$ cat config.mk
export PLATFORM = sky130hd
export DESIGN_NAME = command_frame_parser_flat
export DESIGN_NICKNAME = d
export VERILOG_FILES = /design/src/rtl/core/cfp_pkg.sv /design/src/rtl/core/cfp_if.sv /design/src/rtl/core/command_frame_parser.sv /design/src/rtl/core/cfp_cfg_regs.sv /design/src/rtl/core/cfp_frame_tracker.sv /design/src/rtl/core/cfp_cmd_decode.sv /design/src/flat_wrapper.sv
export SDC_FILE = /design/constraint.sdc
export NUM_CORES = 1
export LEC_CHECK = 0
export BUFFER_PORTS_ARGS = -buffer_cell sky130_fd_sc_hd__buf_2
export CAP_MARGIN = 20
export CORE_MARGIN = 3
export CORE_UTILIZATION = 39
export DETAILED_ROUTE_END_ITERATION = 16
export PLACE_DENSITY = 0.65
export SKIP_CTS_REPAIR_TIMING = 1
export SYNTH_ARGS = -nofsm -noshare
export SYNTH_HDL_FRONTEND = slang
export SYNTH_SLANG_ARGS = --single-unit
$ cat constraint.sdc
create_clock -name clk -period 5.06 [get_ports clk]
set_input_delay 1.518 -clock clk [delete_from_list [all_inputs] [get_ports clk]]
set_output_delay 1.518 -clock clk [all_outputs]
set_load 0.05 [all_outputs]
$ cat src/rtl/core/cfp_pkg.sv
`default_nettype none

package cfp_pkg;

    localparam int POS_W      = 17;
    localparam int HEAD_DEPTH = 5;

    localparam logic [POS_W-1:0] POS_MAX      = 17'h1FFFF;
    localparam logic [POS_W-1:0] POS_KIND     = 17'd1;
    localparam logic [POS_W-1:0] POS_LEN_LO   = 17'd2;
    localparam logic [POS_W-1:0] POS_LEN_HI   = 17'd3;
    localparam logic [POS_W-1:0] POS_PAYLOAD  = 17'd4;
    localparam logic [POS_W-1:0] POS_LAST_MAX = 17'd65534;
    localparam logic [POS_W-1:0] POS_END_OFS  = 17'd5;

    localparam logic [7:0]  CRC_POLY      = 8'h31;
    localparam logic [7:0]  CRC_TOP_BIT   = 8'h80;
    localparam logic [15:0] LEN_THRESHOLD = 16'd5;
    localparam logic [15:0] LEN_TEST      = 16'd1;

    typedef enum logic [2:0] {
        CFG_START_MARKER   = 3'd0,
        CFG_END_MARKER     = 3'd1,
        CFG_THRESHOLD_CODE = 3'd2,
        CFG_LED_CODE       = 3'd3,
        CFG_BUZZER_CODE    = 3'd4
    } cfg_index_t;

    typedef struct packed {
        logic [7:0] start_marker;
        logic [7:0] end_marker;
        logic [7:0] threshold_type_code;
        logic [7:0] led_type_code;
        logic [7:0] buzzer_type_code;
    } cfg_t;

    typedef struct packed {
        logic                       start_ok;
        logic                       crc_ok;
        logic                       length_ok;
        logic [7:0]                 kind;
        logic [15:0]                len;
        logic [HEAD_DEPTH-1:0][7:0] head;
    } frame_status_t;

    function automatic logic [7:0] reverse8(input logic [7:0] v);
        logic [7:0] r;
        for (int k = 0; k < 8; k++)
        begin
            r[k] = v[7-k];
        end
        return r;
    endfunction

    function automatic logic [7:0] crc8_feed(input logic [7:0] crc, input logic [7:0] b);
        logic [7:0] c;
        c = crc ^ reverse8(b);
        for (int k = 0; k < 8; k++)
        begin
            if ((c & CRC_TOP_BIT) != 8'h00)
            begin
                c = {c[6:0], 1'b0} ^ CRC_POLY;
            end
            else
            begin
                c = {c[6:0], 1'b0};
            end
        end
        return c;
    endfunction

endpackage

`default_nettype wire

$ cat src/rtl/core/cfp_if.sv
`default_nettype none

interface cfp_byte_if;
    logic       valid;
    logic       ready;
    logic [7:0] data_byte;
    logic       frame_end;

    modport source (output valid, output data_byte, output frame_end, input ready);
    modport sink   (input valid, input data_byte, input frame_end, output ready);
endinterface

interface cfp_result_if;
    logic        valid;
    logic        ready;
    logic        frame_ok;
    logic [7:0]  command_type;
    logic [7:0]  parameter_id;
    logic [31:0] command_value;

    modport source (output valid, output frame_ok, output command_type,
                    output parameter_id, output command_value, input ready);
    modport sink   (input valid, input frame_ok, input command_type,
                    input parameter_id, input command_value, output ready);
endinterface

interface cfp_cfg_if;
    logic       valid;
    logic       ready;
    logic [2:0] reg_index;
    logic [7:0] wdata;

    modport source (output valid, output reg_index, output wdata, input ready);
    modport sink   (input valid, input reg_index, input wdata, output ready);
endinterface

`default_nettype wire

$ cat src/rtl/core/command_frame_parser.sv
`default_nettype none

// Command frame parser. Takes one frame byte per cycle on byte_chan (frame_end
// high on the last byte) and returns one registered result per frame on
// result_chan. A frame is start marker, type, 16-bit little-endian payload
// length, payload, CRC-8/MAXIM byte over start marker through payload, end
// marker. Failing frames, unknown types and wrong payload sizes give frame_ok
// low with all fields zero. The rate is one byte per cycle, set by the
// unrolled CRC update and the position compares in the frame tracker; a held
// result stalls only on a final byte. The user must write the marker and type
// registers on cfg_chan only with no frame in flight; the block doesn't enforce it.
module command_frame_parser (
    input  logic         clk,
    input  logic         rst_n,
    cfp_byte_if.sink     byte_chan,
    cfp_result_if.source result_chan,
    cfp_cfg_if.sink      cfg_chan
);
    import cfp_pkg::*;

    logic       in_valid_reg;
    logic       in_valid_next;
    logic [7:0] in_byte_reg;
    logic       in_last_reg;

    logic          advance;
    logic          load;
    logic          stall;
    logic          take;
    cfg_t          cfg;
    frame_status_t status;

    assign advance         = in_valid_reg && (!in_last_reg || !stall);
    assign load            = advance && in_last_reg;
    assign byte_chan.ready = !in_valid_reg || advance;
    assign take            = byte_chan.valid && byte_chan.ready;

    always_comb
    begin
        if (take)
        begin
            in_valid_next = 1'b1;
        end
        else if (advance)
        begin
            in_valid_next = 1'b0;
        end
        else
        begin
            in_valid_next = in_valid_reg;
        end
    end

    always_ff @(posedge clk or negedge rst_n)
    begin
        if (!rst_n)
        begin
            in_valid_reg <= 1'b0;
        end
        else
        begin
            in_valid_reg <= in_valid_next;
        end
    end

    always_ff @(posedge clk)
    begin
        if (take)
        begin
            in_byte_reg <= byte_chan.data_byte;
            in_last_reg <= byte_chan.frame_end;
        end
    end

    cfp_cfg_regs u_cfg_regs (
        .clk      (clk),
        .rst_n    (rst_n),
        .cfg_chan (cfg_chan),
        .cfg      (cfg)
    );

    cfp_frame_tracker u_frame_tracker (
        .clk       (clk),
        .rst_n     (rst_n),
        .advance   (advance),
        .data_byte (in_byte_reg),
        .frame_end (in_last_reg),
        .cfg       (cfg),
        .status    (status)
    );

    cfp_cmd_decode u_cmd_decode (
        .clk         (clk),
        .rst_n       (rst_n),
        .load        (load),
        .data_byte   (in_byte_reg),
        .cfg         (cfg),
        .status      (status),
        .result_chan (result_chan),
        .stall       (stall)
    );

endmodule

`default_nettype wire

$ cat src/rtl/core/cfp_cfg_regs.sv
`default_nettype none

module cfp_cfg_regs (
    input  logic          clk,
    input  logic          rst_n,
    cfp_cfg_if.sink       cfg_chan,
    output cfp_pkg::cfg_t cfg
);
    import cfp_pkg::*;

    cfg_t cfg_reg;
    cfg_t cfg_next;

    assign cfg_chan.ready = 1'b1;

    always_comb
    begin
        cfg_next = cfg_reg;
        if (cfg_chan.valid)
        begin
            case (cfg_index_t'(cfg_chan.reg_index))
                CFG_START_MARKER:   cfg_next.start_marker        = cfg_chan.wdata;
                CFG_END_MARKER:     cfg_next.end_marker          = cfg_chan.wdata;
                CFG_THRESHOLD_CODE: cfg_next.threshold_type_code = cfg_chan.wdata;
                CFG_LED_CODE:       cfg_next.led_type_code       = cfg_chan.wdata;
                CFG_BUZZER_CODE:    cfg_next.buzzer_type_code    = cfg_chan.wdata;
                default:            cfg_next = cfg_reg;
            endcase
        end
    end

    always_ff @(posedge clk or negedge rst_n)
    begin
        if (!rst_n)
        begin
            cfg_reg.start_marker        <= 8'hAA;
            cfg_reg.end_marker          <= 8'h55;
            cfg_reg.threshold_type_code <= 8'h10;
            cfg_reg.led_type_code       <= 8'h11;
            cfg_reg.buzzer_type_code    <= 8'h12;
        end
        else
        begin
            cfg_reg <= cfg_next;
        end
    end

    assign cfg = cfg_reg;

endmodule

`default_nettype wire

$ cat src/rtl/core/cfp_frame_tracker.sv
`default_nettype none

module cfp_frame_tracker (
    input  logic                   clk,
    input  logic                   rst_n,
    input  logic                   advance,
    input  logic [7:0]             data_byte,
    input  logic                   frame_end,
    input  cfp_pkg::cfg_t          cfg,
    output cfp_pkg::frame_status_t status
);
    import cfp_pkg::*;

    logic [POS_W-1:0] pos_reg;
    logic [POS_W-1:0] pos_next;
    logic [7:0]       crc_reg;
    logic [7:0]       crc_next;
    logic             start_ok_reg;
    logic             start_ok_next;
    logic [7:0]       kind_reg;
    logic [7:0]       kind_next;
    logic [15:0]      len_reg;
    logic [15:0]      len_next;
    logic             crc_ok_reg;
    logic             crc_ok_next;
    logic [HEAD_DEPTH-1:0][7:0] head_reg;
    logic [HEAD_DEPTH-1:0][7:0] head_next;

    logic [POS_W-1:0] crc_pos;
    logic [7:0]       crc_fed;

    assign crc_pos = {1'b0, len_reg} + POS_PAYLOAD;
    assign crc_fed = crc8_feed(crc_reg, data_byte);

    always_comb
    begin
        pos_next      = pos_reg;
        crc_next      = crc_reg;
        start_ok_next = start_ok_reg;
        kind_next     = kind_reg;
        len_next      = len_reg;
        crc_ok_next   = crc_ok_reg;
        head_next     = head_reg;
        if (advance)
        begin
            if (pos_reg == '0)
            begin
                start_ok_next = (data_byte == cfg.start_marker);
                crc_next      = crc_fed;
            end
            else if (pos_reg == POS_KIND)
            begin
                kind_next = data_byte;
                crc_next  = crc_fed;
            end
            else if (pos_reg == POS_LEN_LO)
            begin
                len_next[7:0] = data_byte;
                crc_next      = crc_fed;
            end
            else if (pos_reg == POS_LEN_HI)
            begin
                len_next[15:8] = data_byte;
                crc_next       = crc_fed;
            end
            else if (pos_reg < crc_pos)
            begin
                for (int i = 0; i < HEAD_DEPTH; i++)
                begin
                    if (pos_reg == POS_PAYLOAD + POS_W'(i))
                    begin
                        head_next[i] = data_byte;
                    end
                end
                crc_next = crc_fed;
            end
            else if (pos_reg == crc_pos)
            begin
                crc_ok_next = (reverse8(crc_reg) == data_byte);
            end

            if (frame_end)
            begin
                pos_next      = '0;
                crc_next      = '0;
                start_ok_next = 1'b0;
                kind_next     = '0;
                len_next      = '0;
                crc_ok_next   = 1'b0;
            end
            else if (pos_reg != POS_MAX)
            begin
                pos_next = pos_reg + POS_W'(1);
            end
        end
    end

    always_ff @(posedge clk or negedge rst_n)
    begin
        if (!rst_n)
        begin
            pos_reg      <= '0;
            crc_reg      <= '0;
            start_ok_reg <= 1'b0;
            kind_reg     <= '0;
            len_reg      <= '0;
            crc_ok_reg   <= 1'b0;
        end
        else
        begin
            pos_reg      <= pos_next;
            crc_reg      <= crc_next;
            start_ok_reg <= start_ok_next;
            kind_reg     <= kind_next;
            len_reg      <= len_next;
            crc_ok_reg   <= crc_ok_next;
        end
    end

    always_ff @(posedge clk)
    begin
        head_reg <= head_next;
    end

    // status describes the frame before the byte now at the head; on a final
    // byte that can pass, this byte changes none of these fields
    assign status.start_ok  = start_ok_reg;
    assign status.crc_ok    = crc_ok_reg;
    assign status.length_ok = (pos_reg == {1'b0, len_reg} + POS_END_OFS) &&
                              (pos_reg <= POS_LAST_MAX);
    assign status.kind      = kind_reg;
    assign status.len       = len_reg;
    assign status.head      = head_reg;

`ifndef ASSERT_OFF
    a_clear_after_end: assert property (@(posedge clk) disable iff (!rst_n)
        advance && frame_end |=> pos_reg == '0 && crc_reg == '0 && !start_ok_reg
                                 && !crc_ok_reg)
        else $error("frame state not cleared after final byte");

    a_pos_saturates: assert property (@(posedge clk) disable iff (!rst_n)
        advance && !frame_end && pos_reg == POS_MAX |=> pos_reg == POS_MAX)
        else $error("byte position wrapped");

    a_pos_step: assert property (@(posedge clk) disable iff (!rst_n)
        advance && !frame_end && pos_reg != POS_MAX |=>
            pos_reg == $past(pos_reg) + POS_W'(1))
        else $error("byte position did not advance by one");
`endif

endmodule

`default_nettype wire

$ cat src/rtl/core/cfp_cmd_decode.sv
`default_nettype none

module cfp_cmd_decode (
    input  logic                   clk,
    input  logic                   rst_n,
    input  logic                   load,
    input  logic [7:0]             data_byte,
    input  cfp_pkg::cfg_t          cfg,
    input  cfp_pkg::frame_status_t status,
    cfp_result_if.source           result_chan,
    output logic                   stall
);
    import cfp_pkg::*;

    logic        valid_reg;
    logic        valid_next;
    logic        ok_reg;
    logic        ok_next;
    logic [7:0]  type_reg;
    logic [7:0]  type_next;
    logic [7:0]  pid_reg;
    logic [7:0]  pid_next;
    logic [31:0] val_reg;
    logic [31:0] val_next;

    logic frame_good;
    logic is_threshold;
    logic is_test;

    assign frame_good   = status.start_ok && status.crc_ok && status.length_ok &&
                          (data_byte == cfg.end_marker);
    assign is_threshold = (status.kind == cfg.threshold_type_code);
    assign is_test      = (status.kind == cfg.led_type_code) ||
                          (status.kind == cfg.buzzer_type_code);

    assign stall = valid_reg && !result_chan.ready;

    always_comb
    begin
        ok_next   = 1'b0;
        type_next = '0;
        pid_next  = '0;
        val_next  = '0;
        if (frame_good && is_threshold && status.len == LEN_THRESHOLD)
        begin
            ok_next   = 1'b1;
            type_next = status.kind;
            pid_next  = status.head[0];
            val_next  = {status.head[4], status.head[3], status.head[2], status.head[1]};
        end
        else if (frame_good && !is_threshold && is_test && status.len == LEN_TEST)
        begin
            ok_next   = 1'b1;
            type_next = status.kind;
            val_next  = {24'h000000, status.head[0]};
        end
    end

    always_comb
    begin
        if (load)
        begin
            valid_next = 1'b1;
        end
        else
        begin
            valid_next = stall;
        end
    end

    always_ff @(posedge clk or negedge rst_n)
    begin
        if (!rst_n)
        begin
            valid_reg <= 1'b0;
        end
        else
        begin
            valid_reg <= valid_next;
        end
    end

    always_ff @(posedge clk)
    begin
        if (load)
        begin
            ok_reg   <= ok_next;
            type_reg <= type_next;
            pid_reg  <= pid_next;
            val_reg  <= val_next;
        end
    end

    assign result_chan.valid         = valid_reg;
    assign result_chan.frame_ok      = ok_reg;
    assign result_chan.command_type  = type_reg;
    assign result_chan.parameter_id  = pid_reg;
    assign result_chan.command_value = val_reg;

`ifndef ASSERT_OFF
    a_no_overwrite: assert property (@(posedge clk) disable iff (!rst_n)
        load |-> !stall)
        else $error("result loaded over an untaken result");

    a_load_shows: assert property (@(posedge clk) disable iff (!rst_n)
        load |=> valid_reg)
        else $error("loaded result not presented");

    a_fail_zero: assert property (@(posedge clk) disable iff (!rst_n)
        valid_reg && !ok_reg |-> type_reg == '0 && pid_reg == '0 && val_reg == '0)
        else $error("failed frame carries nonzero fields");
`endif

endmodule

`default_nettype wire

$ cat src/flat_wrapper.sv
// flat-port wrapper written by rule: the top's interface ports become plain ports
module command_frame_parser_flat import cfp_pkg::*;
  (clk, rst_n, byte_chan_valid, byte_chan_data_byte, byte_chan_frame_end, byte_chan_ready, result_chan_valid, result_chan_frame_ok, result_chan_command_type, result_chan_parameter_id, result_chan_command_value, result_chan_ready, cfg_chan_valid, cfg_chan_reg_index, cfg_chan_wdata, cfg_chan_ready);
  cfp_byte_if byte_chan_i ();
  cfp_result_if result_chan_i ();
  cfp_cfg_if cfg_chan_i ();
  input  logic clk;
  input  logic rst_n;
  input wire logic [$bits(byte_chan_i.valid)-1:0] byte_chan_valid;
  input wire logic [$bits(byte_chan_i.data_byte)-1:0] byte_chan_data_byte;
  input wire logic [$bits(byte_chan_i.frame_end)-1:0] byte_chan_frame_end;
  output wire logic [$bits(byte_chan_i.ready)-1:0] byte_chan_ready;
  output wire logic [$bits(result_chan_i.valid)-1:0] result_chan_valid;
  output wire logic [$bits(result_chan_i.frame_ok)-1:0] result_chan_frame_ok;
  output wire logic [$bits(result_chan_i.command_type)-1:0] result_chan_command_type;
  output wire logic [$bits(result_chan_i.parameter_id)-1:0] result_chan_parameter_id;
  output wire logic [$bits(result_chan_i.command_value)-1:0] result_chan_command_value;
  input wire logic [$bits(result_chan_i.ready)-1:0] result_chan_ready;
  input wire logic [$bits(cfg_chan_i.valid)-1:0] cfg_chan_valid;
  input wire logic [$bits(cfg_chan_i.reg_index)-1:0] cfg_chan_reg_index;
  input wire logic [$bits(cfg_chan_i.wdata)-1:0] cfg_chan_wdata;
  output wire logic [$bits(cfg_chan_i.ready)-1:0] cfg_chan_ready;
  assign byte_chan_i.valid = byte_chan_valid;
  assign byte_chan_i.data_byte = byte_chan_data_byte;
  assign byte_chan_i.frame_end = byte_chan_frame_end;
  assign byte_chan_ready = byte_chan_i.ready;
  assign result_chan_valid = result_chan_i.valid;
  assign result_chan_frame_ok = result_chan_i.frame_ok;
  assign result_chan_command_type = result_chan_i.command_type;
  assign result_chan_parameter_id = result_chan_i.parameter_id;
  assign result_chan_command_value = result_chan_i.command_value;
  assign result_chan_i.ready = result_chan_ready;
  assign cfg_chan_i.valid = cfg_chan_valid;
  assign cfg_chan_i.reg_index = cfg_chan_reg_index;
  assign cfg_chan_i.wdata = cfg_chan_wdata;
  assign cfg_chan_ready = cfg_chan_i.ready;
  command_frame_parser u_core (.clk(clk), .rst_n(rst_n), .byte_chan(byte_chan_i), .result_chan(result_chan_i), .cfg_chan(cfg_chan_i));
endmodule
==> impl_metrics.py <==
metrics = {
    "status": {
        "status": "complete, no violations",
    },
    "layout": {
        "antennaDiodeCount": 0,
        "syn2layout_area_growth_pct": 14.3,
        "fin_nets": 920,
        "drive_gt1_share_pct": 21.3,
        "fill_cells": 2152,
    },
    "setup_path": {
        "cp.arrival_ns": 4.23,
        "crit_path_start_kind": "flip-flop",
        "critical_path.top_delay_family": "simple AND/OR/NAND/NOR gates",
        "cp_cell_sequence": "ha_1, nand2_1, nor4_1, xnor2_1, ha_1, and2_0, a221o_1, a221oi_1, o211a_1, nand4_1, nor2_1",
        "cp_data_required_time_ns": 5.13,
        "cp_max_fo": 8,
        "cp_slowest_stage_delay_ns": 0.61,
        "cpMaxStageDelayCell": "nor2_1",
        "cp_common_cell": "ha_1",
        "cp.buffers_inverters": 0,
        "crit_type": "flip-flop to flip-flop",
        "end_kind": "flip-flop",
    },
    "yosys": {
        "yosysWarnings": 0,
        "syn_area_per_cell_um2": 11.8,
        "synth_enable_flop_cells": 98,
        "yosys-top-cells-count": "edfxtp_1 (98), dfrtp_1 (80), xnor2_1 (63)",
        "ys_seq_elements": 191,
        "synth_most_common_cell": "edfxtp_1",
        "synthFlopType": "edfxtp_1",
        "synth_top_area_share_pct": 31.5,
        "ys_seq_area_share_pct": 56.6,
        "async_reset_ff_share_pct": 48.7,
        "synth_area_leader_cell": "edfxtp_1",
        "netlist_instances": 794,
        "syn-num-nets": 847,
        "netlist_area_um2": 9340,
        "post_synth_num_cell_types": 58,
        "synth.area.top_cells": "edfxtp_1 (32%), dfrtp_1 (21%), xnor2_1 (5.9%), mux2_2 (5.8%), ha_1 (3.8%)",
    },
    "timing": {
        "fin_crit_ns": 4.17,
        "finalCritPeriodShare_pct": 82.4,
        "setup_viol": 0,
        "tns_ns": 0,
        "finClkSkew_ns": 0.0135,
        "tightest_slew_ns": 0.975,
        "slew_violations": 0,
        "max_slew_margin_pct": 34.8,
        "whs_ns": 0.528,
        "fmax_ghz": 0.240,
        "hold_viol": 0,
        "rsz0062_at_grt": "false",
    },
    "clock_network": {
        "clock_path_buffers": 2,
        "cts_tree": "built",
        "clk_root_buffer_cell": "clkbuf_16",
        "clock_latency_ns": 0.43,
        "clkSinkCount": 191,
        "htree_num_levels": 4,
        "clk_pin_slew_worst_paths_ns": 0.07,
        "cts_buffers": 17,
    },
    "pwr": {
        "peakVddDrop_mv": 0.249,
        "p_per_area_nw_per_um2": 430,
        "switching_share_pct": 32.2,
        "finalPower_mw": 4.59,
        "power_leakage_nw": 4.24,
        "p_switching_mw": 1.48,
        "power.clock.fraction_pct": 30.4,
        "combPwrFrac_pct": 24.1,
        "internal_power_mw": 3.11,
        "p_seq_share_pct": 45.5,
    },
    "drt": {
        "first_pass_iters": 5,
        "via_per_inst": 5.13,
        "route.detailed.drc": 0,
        "antenna_left": 0,
        "vias": 6150,
        "drt-total-wl_um": 20300,
        "route.detailed.wl_per_inst_um": 16.9,
        "detail_route.iter0.violations": 341,
    },
    "job": {
        "drv_cap": 0,
    },
    "die": {
        "initial_core_util_pct": 39.8,
        "placementRows": 56,
        "fp.dieArea_um2": 25800,
        "fp.dieH_um": 161,
        "die_width_um": 161,
        "io_pins": 77,
        "coreArea_um2": 23500,
    },
    "placement": {
        "port_buffers": 75,
        "dp_hpwl_um": 14400,
        "gp_congestion": 0.906,
    },
    "global_route": {
        "grt_use_total_pct": 15.8,
        "grt_pass1_vias": 5844,
        "gr-total-overflow": 0,
        "grt_antenna_before_repair": 0,
        "grt_pass1_wl_um": 32200,
        "grt_max_degree": 78,
    },
    "worst_hold_path": {
        "min_path_type": "flip-flop to flip-flop",
    },
}
cells in the final DEF (no fill, tap or decap), types with 10 or more instances in the layout:
master	synthesis	routed
edfxtp_1	98	98
dfrtp_1	80	80
buf_2	6	76
xnor2_1	63	63
nand2_1	57	57
inv_1	51	51
mux2_2	48	48
nor2_1	44	44
xor2_1	39	39
nor3_1	38	38
o21ai_0	30	30
ha_1	28	28
a21oi_1	24	24
nand4_1	23	23
nand3_1	17	17
clkbuf_16	0	17
dfstp_2	13	13
nor4_1	12	12
nand2b_1	11	11
nor3b_1	10	10
power by group through the flow:
stage	sequential, mW	clock, mW	combinational, mW
finish	2.09	1.39	1.11
global route	2.11	1.48	1.23
CTS	2.08	1.42	1.11
detailed placement	2.11	0	1.10
global placement	2.11	0	1.09
floorplan	2.07	0	0.872
stage by stage:
step	instances	cell area [um^2]	worst slack [ns]	utilization [%]
after global routing	1199	10700	0.664	45.5
after floorplan	794	9340	1.05	-
after detailed placement	1164	10000	1.02	42.7
final	1199	10700	0.892	45.5
after global placement	1164	10000	1.17	42.7
after CTS	1196	10600	0.994	45.3
worst paths after layout:
path | start | slack, ns | depth (start not counted) | endpoint
max in group asynchronous | rst_n | 3.23 | 3 | u_core.u_cfg_regs.cfg[20]
min | u_core.u_frame_tracker.crc_reg[7] | 0.53 | 1 | u_core.u_frame_tracker.crc_reg[7]
min in group asynchronous | rst_n | 0.90 | 1 | u_core.u_frame_tracker.len_reg[6]
max reg2reg | u_core.u_frame_tracker.len_reg[2] | 0.89 | 11 | u_core.u_frame_tracker.status[6]
min reg2reg | u_core.u_frame_tracker.crc_reg[7] | 0.53 | 1 | u_core.u_frame_tracker.crc_reg[7]
max | u_core.u_frame_tracker.len_reg[2] | 0.89 | 11 | u_core.u_frame_tracker.status[6]
metal layers:
| metal | global-route usage, % | part of all wire [%] | vias to the layer above |
|---|---|---|---|
| met5 | 0 | 0 | - |
| li1 | - | - | 2956 |
| met2 | 24.5 | 45 | 169 |
| met3 | 3.30 | 4.7 | 27 |
| met1 | 22.3 | 48 | 2998 |
| met4 | 5.12 | 1.9 | 0 |
cells by family (layout without fill, tap and decap cells):
family	after synthesis	in the layout	synth area share, %
buf+inv	84	170	3.78
simple gates	250	250	14.1
compound gates	81	81	5.40
other cells	1	1	0.0401
flops	191	191	56.6
fa+ha+maj	28	28	3.75
xor+xnor	102	102	9.56
mux	57	57	6.75
layout make-up:
| type | instances | area [um^2] | area share [%] |
|---|---|---|---|
| clock buffer | 17 | 425 | 3.99 |
| clock inverter | 15 | 191 | 1.79 |
| inverter | 52 | 195 | 1.83 |
| multi-input combinational | 519 | 3700 | 34.7 |
| sequential | 191 | 5290 | 49.5 |
| tap | 319 | 399 | 3.74 |
| timing repair buffer | 86 | 475 | 4.45 |
No activity file was read; power rests on OpenSTA's default activity.
